<file path="config.mk">
export PLATFORM = sky130hd
export DESIGN_NAME = adsr_envelope_generator_top
export DESIGN_NICKNAME = d
export VERILOG_FILES = /design/src/hdl/adsr_pkg.sv /design/src/hdl/adsr_ctrl.sv /design/src/hdl/adsr_datapath.sv /design/src/hdl/adsr_envelope_generator_top.sv
export SDC_FILE = /design/constraint.sdc
export NUM_CORES = 2
export LEC_CHECK = 0
export ABC_AREA = 1
export ABC_CLOCK_PERIOD_IN_PS = 9600
export BUFFER_PORTS_ARGS = -buffer_cell sky130_fd_sc_hd__buf_4
export CAP_MARGIN = 25
export CORE_AREA = 2 2 367 369
export DETAILED_ROUTE_END_ITERATION = 10
export DIE_AREA = 0 0 369 371
export PLACE_DENSITY_LB_ADDON = 0.05
export SYNTH_ARGS = -nofsm -noshare
export SYNTH_HDL_FRONTEND = slang
export SYNTH_SLANG_ARGS = --single-unit
</file>
<file path="constraint.sdc">
create_clock -name i_clk -period 9.6 [get_ports i_clk]
set_clock_uncertainty 0.15 [all_clocks]
set_input_delay 0.96 -clock i_clk [delete_from_list [all_inputs] [get_ports i_clk]]
set_output_delay 0.96 -clock i_clk [all_outputs]
set_load 0.02 [all_outputs]
</file>
<file path="src/hdl/adsr_pkg.sv">
// Package: shared types, codes and constants of the ADSR envelope generator.
`timescale 1ns / 1ps

package adsr_pkg;

    // Field widths
    localparam int CMD_W   = 2;
    localparam int TIME_W  = 32;
    localparam int TICKS_W = 24;
    localparam int LEVEL_W = 16;
    localparam int PHASE_W = 2;
    localparam int CFG_IDX_W = 3;

    // Product of a time magnitude and a level magnitude
    localparam int PROD_W = TIME_W + LEVEL_W;
    // One quotient bit per divider step
    localparam int DIV_STEPS = PROD_W;
    localparam int STEP_W = $clog2(DIV_STEPS);

    // Input commands
    localparam logic [CMD_W-1:0] CMD_QUERY    = 2'd0;
    localparam logic [CMD_W-1:0] CMD_NOTE_ON  = 2'd1;
    localparam logic [CMD_W-1:0] CMD_NOTE_OFF = 2'd2;

    // Configuration register indexes
    localparam logic [CFG_IDX_W-1:0] CFG_ATTACK  = 3'd0;
    localparam logic [CFG_IDX_W-1:0] CFG_DECAY   = 3'd1;
    localparam logic [CFG_IDX_W-1:0] CFG_RELEASE = 3'd2;
    localparam logic [CFG_IDX_W-1:0] CFG_START   = 3'd3;
    localparam logic [CFG_IDX_W-1:0] CFG_SUSTAIN = 3'd4;

    // Configuration reset values
    localparam logic [TICKS_W-1:0] RST_ATTACK  = 24'd5280;
    localparam logic [TICKS_W-1:0] RST_DECAY   = 24'd480;
    localparam logic [TICKS_W-1:0] RST_RELEASE = 24'd9600;
    localparam logic [LEVEL_W-1:0] RST_START   = 16'd32768;
    localparam logic [LEVEL_W-1:0] RST_SUSTAIN = 16'd26214;

    // Envelope phases
    localparam logic [PHASE_W-1:0] PH_ATTACK  = 2'd0;
    localparam logic [PHASE_W-1:0] PH_DECAY   = 2'd1;
    localparam logic [PHASE_W-1:0] PH_SUSTAIN = 2'd2;
    localparam logic [PHASE_W-1:0] PH_RELEASE = 2'd3;

    // Full scale and the small-level floor, Q1.15
    localparam logic [LEVEL_W-1:0] LEVEL_FULL  = 16'd32768;
    localparam logic [LEVEL_W-1:0] LEVEL_FLOOR = 16'd3;

    typedef struct packed {
        logic [CMD_W-1:0]  command;
        logic [TIME_W-1:0] time_stamp;
    } t_in_item;

    typedef struct packed {
        logic [LEVEL_W-1:0] amplitude;
        logic [PHASE_W-1:0] phase;
    } t_out_item;

    // Controller to datapath
    typedef struct packed {
        logic capture;
        logic note_on;
        logic note_off;
        logic diff;
        logic sel;
        logic mul;
        logic div_step;
        logic out_load;
    } t_dp_cmd;

    // Datapath to controller
    typedef struct packed {
        logic out_free;
    } t_dp_status;

endpackage

</file>
<file path="src/hdl/adsr_ctrl.sv">
// Controller: runs a query through difference, select, multiply, divide, output.
`timescale 1ns / 1ps

module adsr_ctrl (
    input  logic                            i_clk,
    input  logic                            i_rst_n,
    input  logic                            i_in_valid,
    input  logic [adsr_pkg::CMD_W-1:0]      i_command,
    output logic                            o_in_stall,
    input  adsr_pkg::t_dp_status            i_status,
    output adsr_pkg::t_dp_cmd               o_cmd
);

    localparam logic [2:0] S_IDLE = 3'd0;
    localparam logic [2:0] S_DIFF = 3'd1;
    localparam logic [2:0] S_SEL  = 3'd2;
    localparam logic [2:0] S_MUL  = 3'd3;
    localparam logic [2:0] S_DIV  = 3'd4;
    localparam logic [2:0] S_OUT  = 3'd5;

    logic [2:0]                    r_state;
    logic [2:0]                    n_state;
    logic [adsr_pkg::STEP_W-1:0]   r_step;
    logic [adsr_pkg::STEP_W-1:0]   n_step;
    logic                          accept;

    assign o_in_stall = (r_state != S_IDLE);
    assign accept     = i_in_valid && (r_state == S_IDLE);

    always_comb begin
        n_state = r_state;
        n_step  = r_step;
        o_cmd   = '0;
        unique case (r_state)
            S_IDLE: begin
                if (accept) begin
                    o_cmd.capture  = (i_command == adsr_pkg::CMD_QUERY);
                    o_cmd.note_on  = (i_command == adsr_pkg::CMD_NOTE_ON);
                    o_cmd.note_off = (i_command == adsr_pkg::CMD_NOTE_OFF);
                    if (i_command == adsr_pkg::CMD_QUERY) begin
                        n_state = S_DIFF;
                    end
                end
            end
            S_DIFF: begin
                o_cmd.diff = 1'b1;
                n_state    = S_SEL;
            end
            S_SEL: begin
                o_cmd.sel = 1'b1;
                n_state   = S_MUL;
            end
            S_MUL: begin
                o_cmd.mul = 1'b1;
                n_step    = '0;
                n_state   = S_DIV;
            end
            S_DIV: begin
                o_cmd.div_step = 1'b1;
                if (r_step == adsr_pkg::STEP_W'(adsr_pkg::DIV_STEPS - 1)) begin
                    n_state = S_OUT;
                end else begin
                    n_step = r_step + 1'b1;
                end
            end
            S_OUT: begin
                // Hold until the output register can take the item
                if (i_status.out_free) begin
                    o_cmd.out_load = 1'b1;
                    n_state        = S_IDLE;
                end
            end
            default: begin
                n_state = S_IDLE;
            end
        endcase
    end

    always_ff @(posedge i_clk) begin
        if (!i_rst_n) begin
            r_state <= S_IDLE;
            r_step  <= '0;
        end else begin
            r_state <= n_state;
            r_step  <= n_step;
        end
    end

endmodule

</file>
<file path="src/hdl/adsr_datapath.sv">
// Datapath: configuration, note state, segment select, multiplier, divider, output register.
`timescale 1ns / 1ps

module adsr_datapath (
    input  logic                              i_clk,
    input  logic                              i_rst_n,
    input  logic                              i_cfg_wr_en,
    input  logic [adsr_pkg::CFG_IDX_W-1:0]    i_cfg_index,
    input  logic [adsr_pkg::TICKS_W-1:0]      i_cfg_data,
    input  adsr_pkg::t_in_item                i_in_item,
    input  adsr_pkg::t_dp_cmd                 i_cmd,
    output adsr_pkg::t_dp_status              o_status,
    input  logic                              i_out_stall,
    output logic                              o_out_valid,
    output adsr_pkg::t_out_item               o_out_item
);

    localparam int TW = adsr_pkg::TIME_W;
    localparam int KW = adsr_pkg::TICKS_W;
    localparam int LW = adsr_pkg::LEVEL_W;
    localparam int PW = adsr_pkg::PROD_W;
    localparam int CW = TW + 2;   // signed compare width for elapsed time
    localparam int SW = PW + 2;   // signed width of the final level

    // Configuration
    logic [KW-1:0] r_attack, r_decay, r_release;
    logic [LW-1:0] r_start, r_sustain;

    always_ff @(posedge i_clk) begin
        if (!i_rst_n) begin
            r_attack  <= adsr_pkg::RST_ATTACK;
            r_decay   <= adsr_pkg::RST_DECAY;
            r_release <= adsr_pkg::RST_RELEASE;
            r_start   <= adsr_pkg::RST_START;
            r_sustain <= adsr_pkg::RST_SUSTAIN;
        end else if (i_cfg_wr_en) begin
            unique case (i_cfg_index)
                adsr_pkg::CFG_ATTACK:  r_attack  <= i_cfg_data;
                adsr_pkg::CFG_DECAY:   r_decay   <= i_cfg_data;
                adsr_pkg::CFG_RELEASE: r_release <= i_cfg_data;
                adsr_pkg::CFG_START:   r_start   <= i_cfg_data[LW-1:0];
                adsr_pkg::CFG_SUSTAIN: r_sustain <= i_cfg_data[LW-1:0];
                default: ;
            endcase
        end
    end

    // A zero duration counts as one tick
    logic [KW-1:0] dur_a, dur_d, dur_r;
    assign dur_a = (r_attack  == '0) ? KW'(1) : r_attack;
    assign dur_d = (r_decay   == '0) ? KW'(1) : r_decay;
    assign dur_r = (r_release == '0) ? KW'(1) : r_release;

    // Note state
    logic          r_gate;
    logic [TW-1:0] r_on_time, r_off_time, r_time;

    always_ff @(posedge i_clk) begin
        if (!i_rst_n) begin
            r_gate     <= 1'b0;
            r_on_time  <= '0;
            r_off_time <= '0;
        end else if (i_cmd.note_on) begin
            r_gate    <= 1'b1;
            r_on_time <= i_in_item.time_stamp;
        end else if (i_cmd.note_off) begin
            r_gate     <= 1'b0;
            r_off_time <= i_in_item.time_stamp;
        end
    end

    always_ff @(posedge i_clk) begin
        if (i_cmd.capture) begin
            r_time <= i_in_item.time_stamp;
        end
    end

    // Elapsed time since the relevant note event, modulo 2^32
    logic [TW-1:0] r_elapsed;
    always_ff @(posedge i_clk) begin
        if (i_cmd.diff) begin
            r_elapsed <= r_time - (r_gate ? r_on_time : r_off_time);
        end
    end

    // Segment select: level = base +/- (mag_a * mag_b) / divisor
    logic [TW-1:0]                r_mag_a;
    logic [LW-1:0]                r_mag_b;
    logic                         r_neg;
    logic [LW-1:0]                r_base;
    logic [KW-1:0]                r_div;
    logic [adsr_pkg::PHASE_W-1:0] r_phase;

    logic [TW-1:0]                n_mag_a;
    logic [LW-1:0]                n_mag_b;
    logic                         n_neg;
    logic [LW-1:0]                n_base;
    logic [KW-1:0]                n_div;
    logic [adsr_pkg::PHASE_W-1:0] n_phase;

    logic signed [CW-1:0] life_s;
    logic [KW:0]          ad_sum;
    logic [TW-1:0]        life_abs;
    logic [LW:0]          lvl_diff;
    logic [LW-1:0]        lvl_diff_abs;

    assign life_s       = $signed({{2{r_elapsed[TW-1]}}, r_elapsed});
    assign ad_sum       = {1'b0, dur_a} + {1'b0, dur_d};
    assign life_abs     = r_elapsed[TW-1] ? (~r_elapsed + 1'b1) : r_elapsed;
    assign lvl_diff     = {1'b0, r_sustain} - {1'b0, r_start};
    assign lvl_diff_abs = lvl_diff[LW] ? (~lvl_diff[LW-1:0] + 1'b1) : lvl_diff[LW-1:0];

    always_comb begin
        n_mag_a = life_abs;
        n_mag_b = r_sustain;
        n_neg   = ~r_elapsed[TW-1];
        n_base  = r_sustain;
        n_div   = dur_r;
        n_phase = adsr_pkg::PH_RELEASE;
        if (r_gate) begin
            if (life_s <= $signed({{(CW-KW){1'b0}}, dur_a})) begin
                n_mag_a = life_abs;
                n_mag_b = r_start;
                n_neg   = r_elapsed[TW-1];
                n_base  = '0;
                n_div   = dur_a;
                n_phase = adsr_pkg::PH_ATTACK;
            end else if (life_s <= $signed({{(CW-KW-1){1'b0}}, ad_sum})) begin
                n_mag_a = r_elapsed - {{(TW-KW){1'b0}}, dur_a};
                n_mag_b = lvl_diff_abs;
                n_neg   = lvl_diff[LW];
                n_base  = r_start;
                n_div   = dur_d;
                n_phase = adsr_pkg::PH_DECAY;
            end else begin
                // Zero product leaves the base untouched
                n_mag_a = '0;
                n_mag_b = '0;
                n_neg   = 1'b0;
                n_base  = r_sustain;
                n_div   = dur_a;
                n_phase = adsr_pkg::PH_SUSTAIN;
            end
        end
    end

    always_ff @(posedge i_clk) begin
        if (i_cmd.sel) begin
            r_mag_a <= n_mag_a;
            r_mag_b <= n_mag_b;
            r_neg   <= n_neg;
            r_base  <= n_base;
            r_div   <= n_div;
            r_phase <= n_phase;
        end
    end

    // Multiply into the quotient register, then restoring divide, one bit a step
    logic [PW-1:0] r_quo;
    logic [KW-1:0] r_rem;
    logic [KW:0]   rem_sh;
    logic          rem_ge;
    logic [KW:0]   rem_sub;

    assign rem_sh  = {r_rem, r_quo[PW-1]};
    assign rem_ge  = (rem_sh >= {1'b0, r_div});
    assign rem_sub = rem_sh - {1'b0, r_div};

    always_ff @(posedge i_clk) begin
        if (i_cmd.mul) begin
            r_quo <= r_mag_a * r_mag_b;
            r_rem <= '0;
        end else if (i_cmd.div_step) begin
            r_quo <= {r_quo[PW-2:0], rem_ge};
            r_rem <= rem_ge ? rem_sub[KW-1:0] : rem_sh[KW-1:0];
        end
    end

    // Final level with floor and saturation
    logic signed [SW-1:0] level;
    logic [LW-1:0]        amp;

    always_comb begin
        if (r_neg) begin
            level = $signed({{(SW-LW){1'b0}}, r_base}) - $signed({2'b00, r_quo});
        end else begin
            level = $signed({{(SW-LW){1'b0}}, r_base}) + $signed({2'b00, r_quo});
        end
        if (level <= $signed({{(SW-LW){1'b0}}, adsr_pkg::LEVEL_FLOOR})) begin
            amp = '0;
        end else if (level > $signed({{(SW-LW){1'b0}}, adsr_pkg::LEVEL_FULL})) begin
            amp = adsr_pkg::LEVEL_FULL;
        end else begin
            amp = level[LW-1:0];
        end
    end

    // Output register
    logic r_out_valid;
    assign o_status.out_free = !r_out_valid || !i_out_stall;
    assign o_out_valid       = r_out_valid;

    always_ff @(posedge i_clk) begin
        if (!i_rst_n) begin
            r_out_valid <= 1'b0;
        end else if (i_cmd.out_load) begin
            r_out_valid <= 1'b1;
        end else if (!i_out_stall) begin
            r_out_valid <= 1'b0;
        end
    end

    always_ff @(posedge i_clk) begin
        if (i_cmd.out_load) begin
            o_out_item.amplitude <= amp;
            o_out_item.phase     <= r_phase;
        end
    end

endmodule

</file>
<file path="src/hdl/adsr_envelope_generator_top.sv">
// Top level of the linear ADSR envelope generator.
`timescale 1ns / 1ps

// Usage
//   Input channel: i_in_valid / o_in_stall carry one item {command, time_stamp}.
//   Note-on and note-off items update the gate and the recorded time and give
//   no result; the block takes the next item in the following cycle.
//   A sample query gives one item {amplitude, phase} on o_out_valid / i_out_stall.
//   A query runs through elapsed time, segment select, multiply, 48 divider
//   steps and output load. The 48-step restoring divider, one quotient bit a
//   cycle, sets the pace: a query holds off the next item until it has loaded
//   its result, while note commands are taken back to back.
//   Results leave through an output register, so a new item is taken while a
//   finished result still waits. When the receiver stalls, the result holds
//   stable; a following query runs to its last stage and then holds there until
//   the register frees up, keeping o_in_stall high meanwhile.
//   Configuration: i_cfg_wr_en writes i_cfg_data into register i_cfg_index
//   (0 attack, 1 decay, 2 release, 3 start level, 4 sustain level); other
//   indexes are ignored. Write only while the block is idle.
//   Reset (i_rst_n low, synchronous): gate off, both recorded times zero,
//   registers to their defaults, no result pending.

module adsr_envelope_generator_top (
    input  logic                              i_clk,
    input  logic                              i_rst_n,
    input  logic                              i_cfg_wr_en,
    input  logic [adsr_pkg::CFG_IDX_W-1:0]    i_cfg_index,
    input  logic [adsr_pkg::TICKS_W-1:0]      i_cfg_data,
    input  logic                              i_in_valid,
    output logic                              o_in_stall,
    input  adsr_pkg::t_in_item                i_in_item,
    output logic                              o_out_valid,
    input  logic                              i_out_stall,
    output adsr_pkg::t_out_item               o_out_item
);

    // Command and status between the sequencer and the arithmetic
    adsr_pkg::t_dp_cmd    dp_cmd;
    adsr_pkg::t_dp_status dp_status;

    adsr_ctrl u_ctrl (
        .i_clk      (i_clk),
        .i_rst_n    (i_rst_n),
        .i_in_valid (i_in_valid),
        .i_command  (i_in_item.command),
        .o_in_stall (o_in_stall),
        .i_status   (dp_status),
        .o_cmd      (dp_cmd)
    );

    adsr_datapath u_dp (
        .i_clk       (i_clk),
        .i_rst_n     (i_rst_n),
        .i_cfg_wr_en (i_cfg_wr_en),
        .i_cfg_index (i_cfg_index),
        .i_cfg_data  (i_cfg_data),
        .i_in_item   (i_in_item),
        .i_cmd       (dp_cmd),
        .o_status    (dp_status),
        .i_out_stall (i_out_stall),
        .o_out_valid (o_out_valid),
        .o_out_item  (o_out_item)
    );

endmodule

</file>
==> impl_metrics.json <==
{
  "max_slew_margin": 0.2581,
  "ys_warn_count": 0,
  "slew_violations": 0,
  "syn_inst": 6375,
  "first_pass_iters": 6,
  "synth.avg_cell_area_um2": 7.255,
  "synth_area_leaders": "fa_1 (18%), edfxtp_1 (14%), nand2_1 (13%)",
  "status": "finished, final reports clean",
  "period_share": 0.8122,
  "grt_start_max_net_pins": 110,
  "synth_seq_cells": 424,
  "yosys-top-cells-count": "nand2_1 (1638), inv_1 (1174), nor2_1 (517)",
  "crit_fanout": 18,
  "drt_iter0_markers": 2920,
  "max_freq_mhz": 128.2,
  "seq_area_frac_synth": 0.2313,
  "dominantRegCellSynth": "edfxtp_1",
  "grt_first_pass_wirelength_mm": 256.8,
  "area_growth_pct": 9.141,
  "grt_overflow": 0,
  "initial_core_util": 0.3483,
  "dp.final_hpwl_mm": 135.0,
  "final_hold_viol_count": 0,
  "vias_per_cell": 5.046,
  "crit_top_cell": "fa_1",
  "maxCapViolCount": 0,
  "place_congestion": 0.9731,
  "setup_violations": 0,
  "die_area_mm2": 0.1369,
  "cts_root_buf": "clkbuf_16",
  "postCtsSetupBuffers": 0,
  "min_path_type": "reg2reg",
  "synth-edff-count": 221,
  "critPathRequiredTime_ns": 9.83,
  "async_flop_share": 0,
  "critPathArrivalTime_ns": 8.03,
  "coreArea_mm2": 0.1328,
  "grtUsageTotal": 0.2454,
  "antenna_found_initial": 3,
  "cts-resized-gates": 0,
  "grt_pass1_vias": 41290,
  "path_class": "reg2reg",
  "yosysMostFrequentCell": "nand2_1",
  "drcViolationCount": 0,
  "cts_sinks": 424,
  "synth_cell_type_count": 62,
  "wl_per_cell_um": 20.65,
  "wl_mm": 167.5,
  "cts_buffers": 53,
  "cts.path.max_buffers": 3,
  "nNetsFinal": 7086,
  "cts_tree": "done",
  "syn-num-nets": 7165,
  "synth_area_leader_cell": "fa_1",
  "clock_latency_ns": 0.65,
  "dieHeight_um": 371,
  "endpoint_kind": "register",
  "fp.dieW_um": 369,
  "num_vias": 40930,
  "setup.worst_path.start_class": "register",
  "htreeDepth": 2,
  "max_stage_delay_ns": 1.01,
  "tightest_slew_ns": 1.113,
  "rows": 134,
  "rsz0062_at_grt": "false",
  "period_minus_slack_ns": 7.797,
  "clk_pin_slew_worst_paths_ns": 0.06,
  "drtAntennaViolNets": 0,
  "cpMaxStageDelayCell": "edfxtp_1",
  "io_pins": 86,
  "tns_ns": 0,
  "cts-hold-fix-buffers": 0,
  "netlist_area_mm2": 0.04625,
  "synth_top_cell_area_share": 0.1840,
  "drive_gt1_frac": 0.05078,
  "port_buffers": 85
}
worst max-delay path: cells and delay by family (launching register included):
family	cells	cell delay, ns
and+or+nand+nor	9	1.15
adders and majority gates	7	3.26
buffers and inverters	6	0.75
DFF	1	1.01
AOI/OAI and AO/OA	5	1.23
kinds of logic (layout without fill, tap and decap cells):
family / count (synthesis) / count (layout) / synth area share
xor+xnor: 170 / 170 / 0.03219
buf+inv: 1467 / 1433 / 0.1206
compound gates: 900 / 900 / 0.1075
mux: 29 / 29 / 0.006276
fa+ha+maj: 724 / 724 / 0.2648
other cells: 0 / 3 / 0
simple gates: 2661 / 2661 / 0.2373
flops: 424 / 424 / 0.2313
flip-flops by register name, summed over array words and instances (netlist names), 3 cells and up:
register and count:
u_ctrl.r_state 3, u_ctrl.r_step 6, u_dp.o_out_item 18, u_dp.r_attack 24, u_dp.r_base 16, u_dp.r_decay 24
u_dp.r_div 24, u_dp.r_elapsed 32, u_dp.r_mag_a 32, u_dp.r_mag_b 16, u_dp.r_off_time 32, u_dp.r_on_time 32
u_dp.r_quo 48, u_dp.r_release 24, u_dp.r_rem 24, u_dp.r_start 16, u_dp.r_sustain 16, u_dp.r_time 32
layer usage:
metal	routed length, um	global-route usage	vias to the layer above
li1	-	-	19860
met1	76990	0.3330	19990
met2	79970	0.4247	915
met3	6706	0.02129	169
met4	3845	0.05118	2
met5	13	0	-
cells in the final DEF (no fill, tap or decap), types with 11 or more instances in the layout:
cell       count
edfxtp_1     221
nand2_1     1637
or2_2         19
o21ai_1       11
a21oi_1      316
nor2_1       515
o21ai_0      378
clkbuf_16     53
nand3b_1      19
fa_1         425
xnor2_1       73
bufinv_16     11
o21a_1        14
nor3_2        11
nor4_1        36
o211ai_1      40
nand4_1       60
o221ai_1      27
a31oi_1       47
inv_1       1173
nand3_1      243
nor2_2        24
ha_1         299
dfxtp_1      202
buf_4        139
o22ai_1       14
a21o_1        17
mux2i_1       29
xor2_1        97
nor3_1        67
area by class of cell:
type,count,area [um2]
Antenna cell,3,7.507
Clock buffer,65,1411
Clock inverter,35,529.3
Fill cell,14340,82310
Inverter,1190,4467
Multi-Input combinational cell,4484,30020
Sequential cell,424,10700
Tap cell,1768,2212
Timing Repair Buffer,143,1126
path summary, 6_finish.rpt:
path         cells after the start  slack (ns)                       start                    endpoint
max                             27        1.80   u_dp.r_mag_b[5]$_DFFE_PP_    u_dp.r_quo[42]$_DFFE_PP_
max reg2reg                     27        1.80   u_dp.r_mag_b[5]$_DFFE_PP_    u_dp.r_quo[42]$_DFFE_PP_
min                              2        0.32  u_dp.r_rem[9]$_SDFFE_PP0P_  u_dp.r_rem[9]$_SDFFE_PP0P_
min reg2reg                      2        0.32  u_dp.r_rem[9]$_SDFFE_PP0P_  u_dp.r_rem[9]$_SDFFE_PP0P_
metrics by stage:
stage	instance area [um2]	util	hold WS, ns	worst slack [ns]	cells
CTS	50450	0.3799	0.3084	1.859	8108
global placement	48450	0.3649	0.3128	1.765	8005
detailed placement	48510	0.3653	0.3130	1.879	8008
floorplan	46250	-	0.2503	2.201	6375
global route	50470	0.3801	0.3164	1.430	8109
finish	50480	0.3802	0.3182	1.803	8112
Power is not shown: default switching activity piles up to over one toggle a cycle in this logic, so the estimate is an artifact.
